### config.mk
export PLATFORM = sky130hd
export DESIGN_NAME = ev_pilot_level_detector
export DESIGN_NICKNAME = d
export VERILOG_FILES = /design/src/hdl/epld_pkg.sv /design/src/hdl/ev_pilot_level_detector.sv
export SDC_FILE = /design/constraint.sdc
export NUM_CORES = 1
export LEC_CHECK = 0
export BUFFER_PORTS_ARGS = -buffer_cell sky130_fd_sc_hd__buf_2
export CAP_MARGIN = 15
export CORE_MARGIN = 4
export CORE_UTILIZATION = 50
export CTS_CLUSTER_DIAMETER = 60
export CTS_CLUSTER_SIZE = 28
export DETAILED_ROUTE_END_ITERATION = 8
export GPL_ROUTABILITY_DRIVEN = 0
export PLACE_DENSITY = 0.67
export SKIP_LAST_GASP = 1
export SYNTH_ARGS = -nofsm -noshare
export SYNTH_HDL_FRONTEND = slang
export SYNTH_SLANG_ARGS = --single-unit
### constraint.sdc
create_clock -name clk -period 10.5 [get_ports clk]
set_input_delay 0 -clock clk [delete_from_list [all_inputs] [get_ports clk]]
set_output_delay 0 -clock clk [all_outputs]
set_load 0.03 [all_outputs]
### src/hdl/epld_pkg.sv
// Package for the EV pilot level detector: register indexes, level codes,
// millivolt thresholds mapped back to ADC counts, and the level classifier.
// No dependencies.
`default_nettype none

package epld_pkg;

    localparam int ADC_BITS_DEF = 12;
    localparam int SAMPLE_W     = 12;
    localparam int VALUE_W      = 16;
    localparam int TIME_W       = 32;
    localparam int HOLD_W       = 16;
    localparam int GSIZE_W      = 5;
    localparam int GSHIFT_W     = 3;
    localparam int WGROUPS_W    = 11;
    localparam int CFG_DATA_W   = 16;
    localparam int CFG_IDX_W    = 2;

    localparam logic [GSIZE_W-1:0]   GSIZE_MAX     = 5'd16;
    localparam logic [GSIZE_W-1:0]   GSIZE_RST     = 5'd1;
    localparam logic [GSHIFT_W-1:0]  GSHIFT_RST    = 3'd0;
    localparam logic [WGROUPS_W-1:0] WGROUPS_RST   = 11'd320;
    localparam logic [HOLD_W-1:0]    HOLD_RST      = 16'd500;

    typedef logic [CFG_IDX_W-1:0] cfg_idx_t;
    localparam cfg_idx_t REG_GROUP_SIZE    = 2'd0;
    localparam cfg_idx_t REG_GROUP_SHIFT   = 2'd1;
    localparam cfg_idx_t REG_WINDOW_GROUPS = 2'd2;
    localparam cfg_idx_t REG_HOLD_TIME     = 2'd3;

    localparam logic CH_CP = 1'b0;
    localparam logic CH_PP = 1'b1;

    typedef logic [2:0] level_t;
    localparam level_t CP_FAULT    = 3'd0;
    localparam level_t CP_3V       = 3'd1;
    localparam level_t CP_6V       = 3'd2;
    localparam level_t CP_9V       = 3'd3;
    localparam level_t CP_12V      = 3'd4;
    localparam level_t PP_32A      = 3'd0;
    localparam level_t PP_20A      = 3'd1;
    localparam level_t PP_13A      = 3'd2;
    localparam level_t PP_NO_CABLE = 3'd3;

    // mV = adc * MV_NUM / MV_DEN, so mV < T exactly when adc < ceil(T * MV_DEN / MV_NUM)
    localparam int MV_NUM = 806;
    localparam int MV_DEN = 1000;

    localparam logic [VALUE_W-1:0] CP_T_3V  = VALUE_W'((100  * MV_DEN + MV_NUM - 1) / MV_NUM);
    localparam logic [VALUE_W-1:0] CP_T_6V  = VALUE_W'((662  * MV_DEN + MV_NUM - 1) / MV_NUM);
    localparam logic [VALUE_W-1:0] CP_T_9V  = VALUE_W'((1344 * MV_DEN + MV_NUM - 1) / MV_NUM);
    localparam logic [VALUE_W-1:0] CP_T_12V = VALUE_W'((2026 * MV_DEN + MV_NUM - 1) / MV_NUM);
    localparam logic [VALUE_W-1:0] PP_T_20A = VALUE_W'((1129 * MV_DEN + MV_NUM - 1) / MV_NUM);
    localparam logic [VALUE_W-1:0] PP_T_13A = VALUE_W'((1678 * MV_DEN + MV_NUM - 1) / MV_NUM);
    localparam logic [VALUE_W-1:0] PP_T_NC  = VALUE_W'((2187 * MV_DEN + MV_NUM - 1) / MV_NUM);

    function automatic level_t classify(input logic chan, input logic [VALUE_W-1:0] adc);
        level_t lvl;
        if (chan == CH_CP) begin
            if (adc < CP_T_3V)       lvl = CP_FAULT;
            else if (adc < CP_T_6V)  lvl = CP_3V;
            else if (adc < CP_T_9V)  lvl = CP_6V;
            else if (adc < CP_T_12V) lvl = CP_9V;
            else                     lvl = CP_12V;
        end
        else begin
            if (adc < PP_T_20A)      lvl = PP_32A;
            else if (adc < PP_T_13A) lvl = PP_20A;
            else if (adc < PP_T_NC)  lvl = PP_13A;
            else                     lvl = PP_NO_CABLE;
        end
        return lvl;
    endfunction

endpackage

`default_nettype wire

### src/hdl/ev_pilot_level_detector.sv
// EV pilot level detector: the sample that closes a window passes from the input register
// to the window register, then the result register, before its result shows on out_valid.
// Throughput one sample per cycle while out_stall holds nothing back; a stalled result
// backs up through in_stall. Samples that close no window give no result.
// Reset (rst_n low, asynchronous) restores register defaults, clears the pipeline,
// the group and window accumulators and the per-channel debounce state.
// Depends on epld_pkg.
`default_nettype none

module ev_pilot_level_detector #(
    parameter int ADC_BITS = epld_pkg::ADC_BITS_DEF
) (
    input  wire logic                               clk,
    input  wire logic                               rst_n,
    // configuration
    input  wire logic                               cfg_wr_en,
    input  wire epld_pkg::cfg_idx_t                 cfg_index,
    input  wire logic [epld_pkg::CFG_DATA_W-1:0]    cfg_data,
    // sample channel
    input  wire logic                               in_valid,
    output logic                                    in_stall,
    input  wire logic [epld_pkg::SAMPLE_W-1:0]      sample,
    input  wire logic                               channel,
    input  wire logic [epld_pkg::TIME_W-1:0]        now_ms,
    // result channel
    output logic                                    out_valid,
    input  wire logic                               out_stall,
    output logic                                    out_channel,
    output logic [epld_pkg::VALUE_W-1:0]            window_peak,
    output logic [epld_pkg::VALUE_W-1:0]            window_floor,
    output epld_pkg::level_t                        pending_level,
    output epld_pkg::level_t                        accepted_level,
    output logic [epld_pkg::VALUE_W-1:0]            accepted_peak,
    output logic                                    level_changed
);
    import epld_pkg::*;

    localparam int MASK_BITS = (ADC_BITS < SAMPLE_W) ? ADC_BITS : SAMPLE_W;
    localparam logic [SAMPLE_W-1:0] SMP_MASK = SAMPLE_W'((33'd1 << MASK_BITS) - 33'd1);
    localparam logic [VALUE_W-1:0] FLOOR_INIT =
        (ADC_BITS >= VALUE_W) ? {VALUE_W{1'b1}} : VALUE_W'(33'd1 << ADC_BITS);

    // configuration registers
    logic [GSIZE_W-1:0]   group_size_reg;
    logic [GSHIFT_W-1:0]  group_shift_reg;
    logic [WGROUPS_W-1:0] window_groups_reg;
    logic [HOLD_W-1:0]    hold_time_reg;

    // input stage
    logic                 s1_valid_reg;
    logic [SAMPLE_W-1:0]  s1_sample_reg;
    logic                 s1_chan_reg;
    logic [TIME_W-1:0]    s1_now_reg;

    // accumulator state
    logic [VALUE_W-1:0]   group_sum_reg, group_sum_next;
    logic [GSIZE_W-1:0]   group_count_reg, group_count_next;
    logic [WGROUPS_W-1:0] window_count_reg, window_count_next;
    logic [VALUE_W-1:0]   run_peak_reg, run_peak_next;
    logic [VALUE_W-1:0]   run_floor_reg, run_floor_next;

    // window-end stage
    logic                 s2_valid_reg;
    logic                 s2_chan_reg;
    logic [VALUE_W-1:0]   s2_peak_reg;
    logic [VALUE_W-1:0]   s2_floor_reg;
    logic [TIME_W-1:0]    s2_now_reg;

    // per-channel debounce state
    logic [VALUE_W-1:0]   pend_peak_reg [2];
    logic [TIME_W-1:0]    pend_since_reg [2];
    level_t               pend_code_reg [2];
    level_t               acc_code_reg [2];
    logic [VALUE_W-1:0]   acc_value_reg [2];

    // result register
    logic                 out_valid_reg;
    logic                 out_chan_reg;
    logic [VALUE_W-1:0]   out_peak_reg;
    logic [VALUE_W-1:0]   out_floor_reg;
    level_t               out_pend_reg;
    level_t               out_acc_reg;
    logic [VALUE_W-1:0]   out_acc_peak_reg;
    logic                 out_changed_reg;

    logic in_take, out_free, s2_move, s2_free, s1_use, win_close;

    assign out_free  = !out_valid_reg || !out_stall;
    assign s2_move   = s2_valid_reg && out_free;
    assign s2_free   = !s2_valid_reg || out_free;
    assign s1_use    = s1_valid_reg && s2_free;
    assign in_stall  = s1_valid_reg && !s2_free;
    assign in_take   = in_valid && !in_stall;

    // ---------------- configuration ----------------
    always_ff @(posedge clk or negedge rst_n)
    begin
        if (!rst_n)
        begin
            group_size_reg    <= GSIZE_RST;
            group_shift_reg   <= GSHIFT_RST;
            window_groups_reg <= WGROUPS_RST;
            hold_time_reg     <= HOLD_RST;
        end
        else if (cfg_wr_en)
        begin
            case (cfg_index)
                REG_GROUP_SIZE:    group_size_reg    <= cfg_data[GSIZE_W-1:0];
                REG_GROUP_SHIFT:   group_shift_reg   <= cfg_data[GSHIFT_W-1:0];
                REG_WINDOW_GROUPS: window_groups_reg <= cfg_data[WGROUPS_W-1:0];
                REG_HOLD_TIME:     hold_time_reg     <= cfg_data[HOLD_W-1:0];
                default:           ;
            endcase
        end
    end

    // ---------------- input register ----------------
    always_ff @(posedge clk or negedge rst_n)
    begin
        if (!rst_n)
            s1_valid_reg <= 1'b0;
        else if (in_take)
            s1_valid_reg <= 1'b1;
        else if (s1_use)
            s1_valid_reg <= 1'b0;
    end

    always_ff @(posedge clk)
    begin
        if (in_take)
        begin
            s1_sample_reg <= sample;
            s1_chan_reg   <= channel;
            s1_now_reg    <= now_ms;
        end
    end

    // ---------------- group and window accumulation ----------------
    logic [GSIZE_W-1:0]   gsize;
    logic [WGROUPS_W-1:0] wgroups;
    logic [VALUE_W:0]     sum_wide;
    logic [VALUE_W-1:0]   sum_sat, avg, peak_upd, floor_upd;
    logic [GSIZE_W-1:0]   gcount_inc;
    logic [WGROUPS_W-1:0] wcount_inc;
    logic                 group_close;

    always_comb
    begin
        gsize = (group_size_reg == '0) ? GSIZE_W'(1)
              : ((group_size_reg > GSIZE_MAX) ? GSIZE_MAX : group_size_reg);
        wgroups = (window_groups_reg == '0) ? WGROUPS_W'(1) : window_groups_reg;

        sum_wide   = {1'b0, group_sum_reg}
                   + {{(VALUE_W + 1 - SAMPLE_W){1'b0}}, s1_sample_reg & SMP_MASK};
        sum_sat    = sum_wide[VALUE_W] ? {VALUE_W{1'b1}} : sum_wide[VALUE_W-1:0];
        gcount_inc = group_count_reg + GSIZE_W'(1);
        group_close = (gcount_inc >= gsize);

        avg        = sum_sat >> group_shift_reg;
        peak_upd   = (avg > run_peak_reg)  ? avg : run_peak_reg;
        floor_upd  = (avg < run_floor_reg) ? avg : run_floor_reg;
        wcount_inc = window_count_reg + WGROUPS_W'(1);
        win_close  = group_close && (wcount_inc >= wgroups);

        group_sum_next    = group_sum_reg;
        group_count_next  = group_count_reg;
        window_count_next = window_count_reg;
        run_peak_next     = run_peak_reg;
        run_floor_next    = run_floor_reg;

        if (s1_use)
        begin
            if (!group_close)
            begin
                group_sum_next   = sum_sat;
                group_count_next = gcount_inc;
            end
            else
            begin
                group_sum_next   = '0;
                group_count_next = '0;
                if (win_close)
                begin
                    window_count_next = '0;
                    run_peak_next     = '0;
                    run_floor_next    = FLOOR_INIT;
                end
                else
                begin
                    window_count_next = wcount_inc;
                    run_peak_next     = peak_upd;
                    run_floor_next    = floor_upd;
                end
            end
        end
    end

    always_ff @(posedge clk or negedge rst_n)
    begin
        if (!rst_n)
        begin
            group_sum_reg    <= '0;
            group_count_reg  <= '0;
            window_count_reg <= '0;
            run_peak_reg     <= '0;
            run_floor_reg    <= FLOOR_INIT;
        end
        else
        begin
            group_sum_reg    <= group_sum_next;
            group_count_reg  <= group_count_next;
            window_count_reg <= window_count_next;
            run_peak_reg     <= run_peak_next;
            run_floor_reg    <= run_floor_next;
        end
    end

    // ---------------- window register ----------------
    always_ff @(posedge clk or negedge rst_n)
    begin
        if (!rst_n)
            s2_valid_reg <= 1'b0;
        else if (s1_use && win_close)
            s2_valid_reg <= 1'b1;
        else if (s2_move)
            s2_valid_reg <= 1'b0;
    end

    always_ff @(posedge clk)
    begin
        if (s1_use && win_close)
        begin
            s2_chan_reg  <= s1_chan_reg;
            s2_peak_reg  <= peak_upd;
            s2_floor_reg <= floor_upd;
            s2_now_reg   <= s1_now_reg;
        end
    end

    // ---------------- debounce ----------------
    level_t             fresh, pend_old, pend, acc_old, acc_new;
    logic [VALUE_W-1:0] ppeak, acc_val_new;
    logic [TIME_W-1:0]  since, dur;
    logic               hold_done, take_level;

    always_comb
    begin
        fresh    = classify(s2_chan_reg, s2_peak_reg);
        pend_old = pend_code_reg[s2_chan_reg];
        acc_old  = acc_code_reg[s2_chan_reg];

        // a new class restarts the hold timer
        if (fresh != pend_old)
        begin
            pend  = fresh;
            ppeak = s2_peak_reg;
            since = s2_now_reg;
        end
        else
        begin
            pend  = pend_old;
            ppeak = pend_peak_reg[s2_chan_reg];
            since = pend_since_reg[s2_chan_reg];
        end

        dur       = s2_now_reg - since;
        hold_done = dur > {{(TIME_W - HOLD_W){1'b0}}, hold_time_reg};

        // control pilot leaves every level but 6 V at once
        if (s2_chan_reg == CH_CP)
            take_level = (pend != acc_old) && ((acc_old != CP_6V) || hold_done);
        else
            take_level = (pend != acc_old) && hold_done;

        acc_new     = take_level ? pend  : acc_old;
        acc_val_new = take_level ? ppeak : acc_value_reg[s2_chan_reg];
    end

    always_ff @(posedge clk or negedge rst_n)
    begin
        if (!rst_n)
        begin
            for (int c = 0; c < 2; c++)
            begin
                pend_peak_reg[c]  <= '0;
                pend_since_reg[c] <= '0;
                pend_code_reg[c]  <= CP_FAULT;
                acc_code_reg[c]   <= CP_FAULT;
                acc_value_reg[c]  <= '0;
            end
        end
        else if (s2_move)
        begin
            pend_peak_reg[s2_chan_reg]  <= ppeak;
            pend_since_reg[s2_chan_reg] <= since;
            pend_code_reg[s2_chan_reg]  <= pend;
            acc_code_reg[s2_chan_reg]   <= acc_new;
            acc_value_reg[s2_chan_reg]  <= acc_val_new;
        end
    end

    // ---------------- result register ----------------
    always_ff @(posedge clk or negedge rst_n)
    begin
        if (!rst_n)
            out_valid_reg <= 1'b0;
        else if (s2_move)
            out_valid_reg <= 1'b1;
        else if (!out_stall)
            out_valid_reg <= 1'b0;
    end

    always_ff @(posedge clk)
    begin
        if (s2_move)
        begin
            out_chan_reg     <= s2_chan_reg;
            out_peak_reg     <= s2_peak_reg;
            out_floor_reg    <= s2_floor_reg;
            out_pend_reg     <= pend;
            out_acc_reg      <= acc_new;
            out_acc_peak_reg <= acc_val_new;
            out_changed_reg  <= take_level;
        end
    end

    assign out_valid      = out_valid_reg;
    assign out_channel    = out_chan_reg;
    assign window_peak    = out_peak_reg;
    assign window_floor   = out_floor_reg;
    assign pending_level  = out_pend_reg;
    assign accepted_level = out_acc_reg;
    assign accepted_peak  = out_acc_peak_reg;
    assign level_changed  = out_changed_reg;

endmodule

`default_nettype wire

==> results of run 1 <==
[critical path, delay by kind of cell, from the launching register on]
family | cells | cell delay, ps
adders and majority gates | 2 | 580
AOI/OAI and AO/OA | 10 | 2780
xor gates and xnor gates | 1 | 90
DFF | 1 | 530
and+or+nand+nor | 16 | 4430
buffers and inverters | 1 | 370
muxes | 1 | 180
[final cells by class]
type,instances,area (sq um),area share (%)
Clock inverter,21,258,1.06
Timing Repair Buffer,209,1440,5.91
Multi-Input combinational cell,1382,9750,40.0
Tap cell,539,674,2.77
Clock buffer,37,828,3.40
Inverter,93,349,1.43
Sequential cell,408,11100,45.4
[worst max path at each step]
stage                                    to  slack, ps  cells past startpoint
after detailed placement  accepted_peak[11]       1270                     30
after CTS                 accepted_peak[11]       1230                     31
after floorplan             acc_code_reg[3]       2840                     33
final                     accepted_peak[11]       1210                     31
after global placement    accepted_peak[13]       1610                     29
after global routing      accepted_peak[11]        460                     31
[kinds of logic after synthesis]
family / share of synthesized area [%]
adder cells (fa/ha/maj): 6.44
XOR/XNOR: 2.00
multiplexers: 10.4
flip-flops: 51.4
AO/OA/AOI/OAI: 15.4
buffers and inverters: 3.41
AND/OR/NAND/NOR: 11.0
[Yosys cell counts, types with 13 or more instances]
master | count | area [sq um]
dfrtp_1 | 232 | 5810
nand2_1 | 211 | 792
o21ai_0 | 185 | 926
edfxtp_1 | 166 | 4980
a21oi_1 | 114 | 571
nor2_1 | 110 | 413
ha_1 | 105 | 1310
mux2i_1 | 96 | 961
inv_1 | 90 | 338
clkbuf_1 | 82 | 308
mux2_2 | 72 | 811
a21o_1 | 59 | 443
mux2_1 | 37 | 417
xnor2_1 | 32 | 280
nand3_1 | 29 | 145
a22o_1 | 26 | 228
nand4_1 | 24 | 150
nor3_1 | 20 | 100
nand2b_1 | 19 | 119
xor2_1 | 17 | 149
a211oi_1 | 14 | 105
and2_1 | 14 | 87.6
nor2b_1 | 14 | 87.6
o21a_1 | 14 | 105
a31oi_1 | 13 | 81.3
[power groups by stage]
stage | clock network [W] | logic (W) | registers (W)
CTS | 0.00129 | 0.00166 | 0.00204
finish | 0.00125 | 0.00167 | 0.00204
global placement | 0 | 0.00159 | 0.00207
detailed placement | 0 | 0.00163 | 0.00208
floorplan | 0 | 0.00125 | 0.00202
global route | 0.00136 | 0.00189 | 0.00207
[repair_timing]
| item | in CTS | in global routing |
|---|---|---|
| hold buffers | 69 | 0 |
| endpoints found under the setup margin | 0 | 0 |
| hold endpoints to repair | 184 | 0 |
[stage by stage]
stage / hold WS, ps / util (%) / cells
2_1_floorplan: -296 / - / 1976
3_5_place_dp: 116 / 53.4 / 2561
5_1_grt: 88.4 / 57.7 / 2689
3_3_place_gp: 101 / 53.4 / 2561
6_report: 44.4 / 57.7 / 2689
4_1_cts: 53.6 / 57.6 / 2688
[metal layers]
layer / track usage, % / share of wire (%) / vias to the layer above
met5: 0 / 0 / -
met4: 5.02 / 2.6 / 0
met3: 2.94 / 4.2 / 80
met2: 33.9 / 46 / 352
met1: 30.3 / 47 / 7611
li1: - / - / 7492
==> results.md, run 1 <==
- DR WL/cell: between 15 and 20 um
- Status: finished clean
- Pwr dens: ~200 nW/um^2
- Antenna Cells: 0
- Worst setup margin: 1210 ps
- Vias in the first global route: roughly 15000
- Synth async-reset ratio: slightly below 60%
- Slew @ Worst Pin: between 1000 and 1500 ps
- Max FFs per register: 64
- Layout Area Growth over Synthesis: 13.2%
- Largest net degree at the start of global routing: 104
- Post-DP Area: approximately 23000 sq um
- Fmax: approximately 110 MHz
- Global Route Usage Sum: between 20% and 30%
- Syn avg cell area: between 10 and 15 sq um
- Fin. Hold Viols: 0
- Post-Route WL: around 49000 um
- Chip Width: approximately 220 um
- CTS Buf Count: 31
- Global-route wire length before repair: 80600 um
- Power share of the clock group: between 20% and 30%
- I/O pins: 126
- Clock latency at the later pin of the worst-skew pair: between 500 and 600 ps
- Die Ht: ~220 um
- IO Port Bufs: around 130
- Relative slew slack: between 20% and 30%
- Post-synth EDFFs: 166
- Clock Sinks: 408
- Switching Share: a little over a third
- Int Pwr: roughly 0.0032 W
- Initial core utilization: approximately half
- Ratio of cells with drive above 1 in the final layout: 15.0%
- Most frequent cells in the layout: 232 x dfrtp_1, 208 x nand2_1, 185 x o21ai_0, 166 x edfxtp_1, 124 x buf_2
- Tmin final: 9290 ps
- Crit. End Element: flip-flop
- CTS root buf: clkbuf_16
- Mapped Nets: about 2200
- Final instance area: approximately 24000 sq um
- Flops & latches, synth: between 400 and 500
- Final max-slew violation count: 0
- Setup Crit Path Kind: flip-flop to flip-flop
- Synthesized area: ~22000 sq um
- Fillers: between 3000 and 4000
- Gates resized, CTS repair: 0
- Final period utilization: between 80% and 90%
- Row count: 75
- Final setup violation count: 0
- Setup TNS: 0 ps
- Nets: between 2000 and 2500
- CP max stage cell: a21boi_0
- Worst reg2reg startpoint: s2_peak_reg[8]
- Clock slew at reported path FFs: ~80 ps
- Most used cell, CP: a21oi_1
- Detail Placement HPWL: 34000 um
- Yosys warnings: 0
- CTS H-tree depth: 1
- Max Buffers Root-to-Sink: 3
- Clock Skew: roughly 22 ps
- Yosys cell types: 94
- # DRC: 0
- CP startpoint: s2_peak_reg[8]
- Pre-CTS WS: 1270 ps
- Sequential fraction of the synthesis area: around 51%
- Sequential share of power: 41.2%
- Maxcap violations: 0
- Postcts setup bufs: 0
- Antenna Nets Post-Route: 0
- Die area: roughly 46000 sq um
- FF-to-FF setup slack: about 1200 ps
- Number of vias per cell: 5.78
- Pleak: ~11 nW
- Worst Path Arrival: between 9000 and 10000 ps
- CP Launch Type: flip-flop
- Min-delay worst type: primary input to asynchronous set/reset pin
- R2R cell count: 31
- Top_reg_cell synth: dfrtp_1
- Most common cell after layout, fill and taps aside: dfrtp_1
- Via Count: around 16000
- Max VDD drop: between 150 and 200 uV
- Detailed-router iteration count before antenna repair: 5
- CP max FO: 38
- Area of the core: about 42000 sq um
- Total power: between 0.004 and 0.005 W
- Slowest Stage Delay on Critical Path: just over 600 ps
- Comb pwr share: 33.6%
- Initial antenna violation count: 0
- CTS tree: yes
- DRT iter0 DRCs: roughly 1100
- CP required: 10810 ps
- Unrepaired setup endpoints after global routing: false
- Cell count after synthesis: about 2000
- Sw Pwr: around 0.0017 W
- Total gr overflow: 0
- Capture point of the worst reg-to-reg path: accepted_peak[11]
Note: power is estimated with default switching activity, not from simulation.
==> run 2, diff against run 1 <==
Settings changed: MAX_ROUTING_LAYER from default to met4.
==> results.md, run 2 (synthesis results as in run 1) <==
- Initial core utilization: 50.9% (unchanged)
- Most frequent cells in the layout: 232 x dfrtp_1, 208 x nand2_1, 185 x o21ai_0, 166 x edfxtp_1, 124 x buf_2
- Chip Width: 215 um (unchanged)
- Setup Crit Path Kind: flip-flop to flip-flop
- Ratio of cells with drive above 1 in the final layout: 15.0% (unchanged)
- Clock Sinks: 408 (unchanged)
- # DRC: 0 (unchanged)
- CP max stage cell: a21boi_0
- Relative slew slack: 22.5% (+1.9 points)
- Fin. Hold Viols: 0 (unchanged)
- CTS root buf: clkbuf_16
- Most used cell, CP: a21oi_1
- Final period utilization: 88.7% (+0.26 points)
- I/O pins: 126 (unchanged)
- Largest net degree at the start of global routing: 104 (unchanged)
- Dpl cells: 2561 (unchanged)
- Maxcap violations: 0 (unchanged)
- Max Buffers Root-to-Sink: 3 (unchanged)
- Layout Area Growth over Synthesis: 13.2% (unchanged)
- Global-route wire length before repair: 80600 um (about the same)
- Post-Layout Cell Count: 2689 (unchanged)
- Pleak: 10.7 nW (unchanged)
- Status: finished clean
- FF/Latch Area: 11100 sq um (unchanged)
- CTS tree: yes
- CP Launch Type: flip-flop
- IO Port Bufs: 125 (unchanged)
- Max FFs per register: 64 (unchanged)
- Slew @ Worst Pin: 1160 ps (-28.7 ps)
- Clock latency at the later pin of the worst-skew pair: 590 ps (about the same)
- Worst Path Arrival: 9630 ps (+30 ps)
- Worst Path Buf+Inv: 1 (unchanged)
- Max VDD drop: 186 uV (+0.49%)
- Global Route Usage Sum: 21.6% (+0.63 points)
- Total gr overflow: 0 (unchanged)
- Antenna Nets Post-Route: 0 (unchanged)
- Final max-slew violation count: 0 (unchanged)
- Antenna Cells: 0 (unchanged)
- Pre-CTS WS: 1270 ps (unchanged)
- Post-Route WL: 48800 um (about the same)
- Postcts setup bufs: 0 (unchanged)
- Row count: 75 (unchanged)
- Vias in the first global route: 15300 (-0.16%)
- Unrepaired setup endpoints after global routing: false
- Initial antenna violation count: 0 (unchanged)
- Fillers: 3520 (unchanged)
- Slowest Stage Delay on Critical Path: 640 ps (+30 ps)
- Final setup violation count: 0 (unchanged)
- Fmax: 107 MHz (-0.29%)
- Area of the multi-input gates: 9750 sq um (unchanged)
- Total power: 0.00496 W (about the same)
- CTS H-tree depth: 1 (unchanged)
- Pwr dens: 204 nW/um^2 (about the same)
- Tmin final: 9320 ps (+27.3 ps)
- Clock Skew: 21.8 ps (-0.652 ps)
- Number of vias per cell: 5.76 (-0.24%)
- Detailed-router iteration count before antenna repair: 5 (unchanged)
- CP required: 10810 ps (about the same)
- Most common cell after layout, fill and taps aside: dfrtp_1
- Clock slew at reported path FFs: 100 ps (+20 ps)
- DRT iter0 DRCs: 1130 (+7.1%)
- Die Ht: 215 um (unchanged)
- DR WL/cell: 18.2 um (about the same)
- Detail Placement HPWL: 34000 um (unchanged)
- Nets: 2300 (unchanged)
- CP top delay family: simple AND/OR/NAND/NOR gates
- Crit. End Element: flip-flop
- Via Count: 15500 (-0.24%)
- CTS Buf Count: 31 (unchanged)
- CP max FO: 38 (unchanged)
- Worst setup margin: 1180 ps (-27.3 ps)
- Area of the core: 42200 sq um (unchanged)
- Die area: 46400 sq um (unchanged)
- Setup TNS: 0 ps (unchanged)
- Min-delay worst type: primary input to asynchronous set/reset pin
## run 2: cell counts in the layout (fill, tap and decap cells not counted)
Identical to the previous run, type by type.
## run 2: path summary, 6_finish.rpt
| check | endpoint | start | depth (start not counted) | slack (ps) |
|---|---|---|---|---|
| worst max-delay path | accepted_peak[11] | s2_peak_reg[8] | 30 | 1180 |
| worst min-delay path | group_count_reg[4] | rst_n | 2 | 50 |
| worst max register to register | accepted_peak[11] | s2_peak_reg[8] | 30 | 1180 |
| worst min register to register | s2_now_reg[5] | s1_now_reg[5] | 0 | 410 |
| max in group asynchronous | pend_since_reg[31] | rst_n | 3 | 8880 |
| min in group clk | s1_now_reg[15] | now_ms[15] | 2 | 110 |
## run 2: worst reg2reg max path, delay by kind of cell, from the launching register on
family	cells	cell delay [ps]
multiplexers	1	190
AO/OA/AOI/OAI	11	3030
adder cells (fa/ha/maj)	2	630
XOR/XNOR	1	90
buffers and inverters	1	380
flip-flops	1	530
AND/OR/NAND/NOR	14	4210
## run 2: repair_timing
action	CTS	global route
setup endpoints to repair	0	0
resized for setup	0	0
hold buffers	69	0
endpoints found under the hold margin	184	0
## run 2: area by class of cell
| type | count | share of cell area, % |
|---|---|---|
| Clock buffer | 37 | 3.40 |
| Multi-Input combinational cell | 1382 | 40.0 |
| Inverter | 93 | 1.43 |
| Sequential cell | 408 | 45.4 |
| Clock inverter | 21 | 1.06 |
| Tap cell | 539 | 2.77 |
| Timing Repair Buffer | 209 | 5.91 |
## run 2: metrics by stage
stage                     hold WS (ps)  util, %  area [sq um]
final                             45.2     57.7         24300
after global routing              88.3     57.7         24300
after CTS                         53.6     57.6         24300
after detailed placement           116     53.4         22600
after global placement             101     53.4         22600
after floorplan                   -296        -         21500
## run 2: per-layer routing
layer / vias up / GRT usage, % / share of wire, %
met5: - / - / 0
met4: 0 / 4.94 / 2.5
met3: 79 / 2.73 / 4.1
met2: 351 / 33.9 / 46
met1: 7580 / 30.4 / 47
li1: 7488 / - / -
## run 2: power by group
part,switching (W),internal [W]
clock network,0.000645,0.000610
registers,0.000143,0.00190
logic,0.000940,0.000726
total,0.00173,0.00324
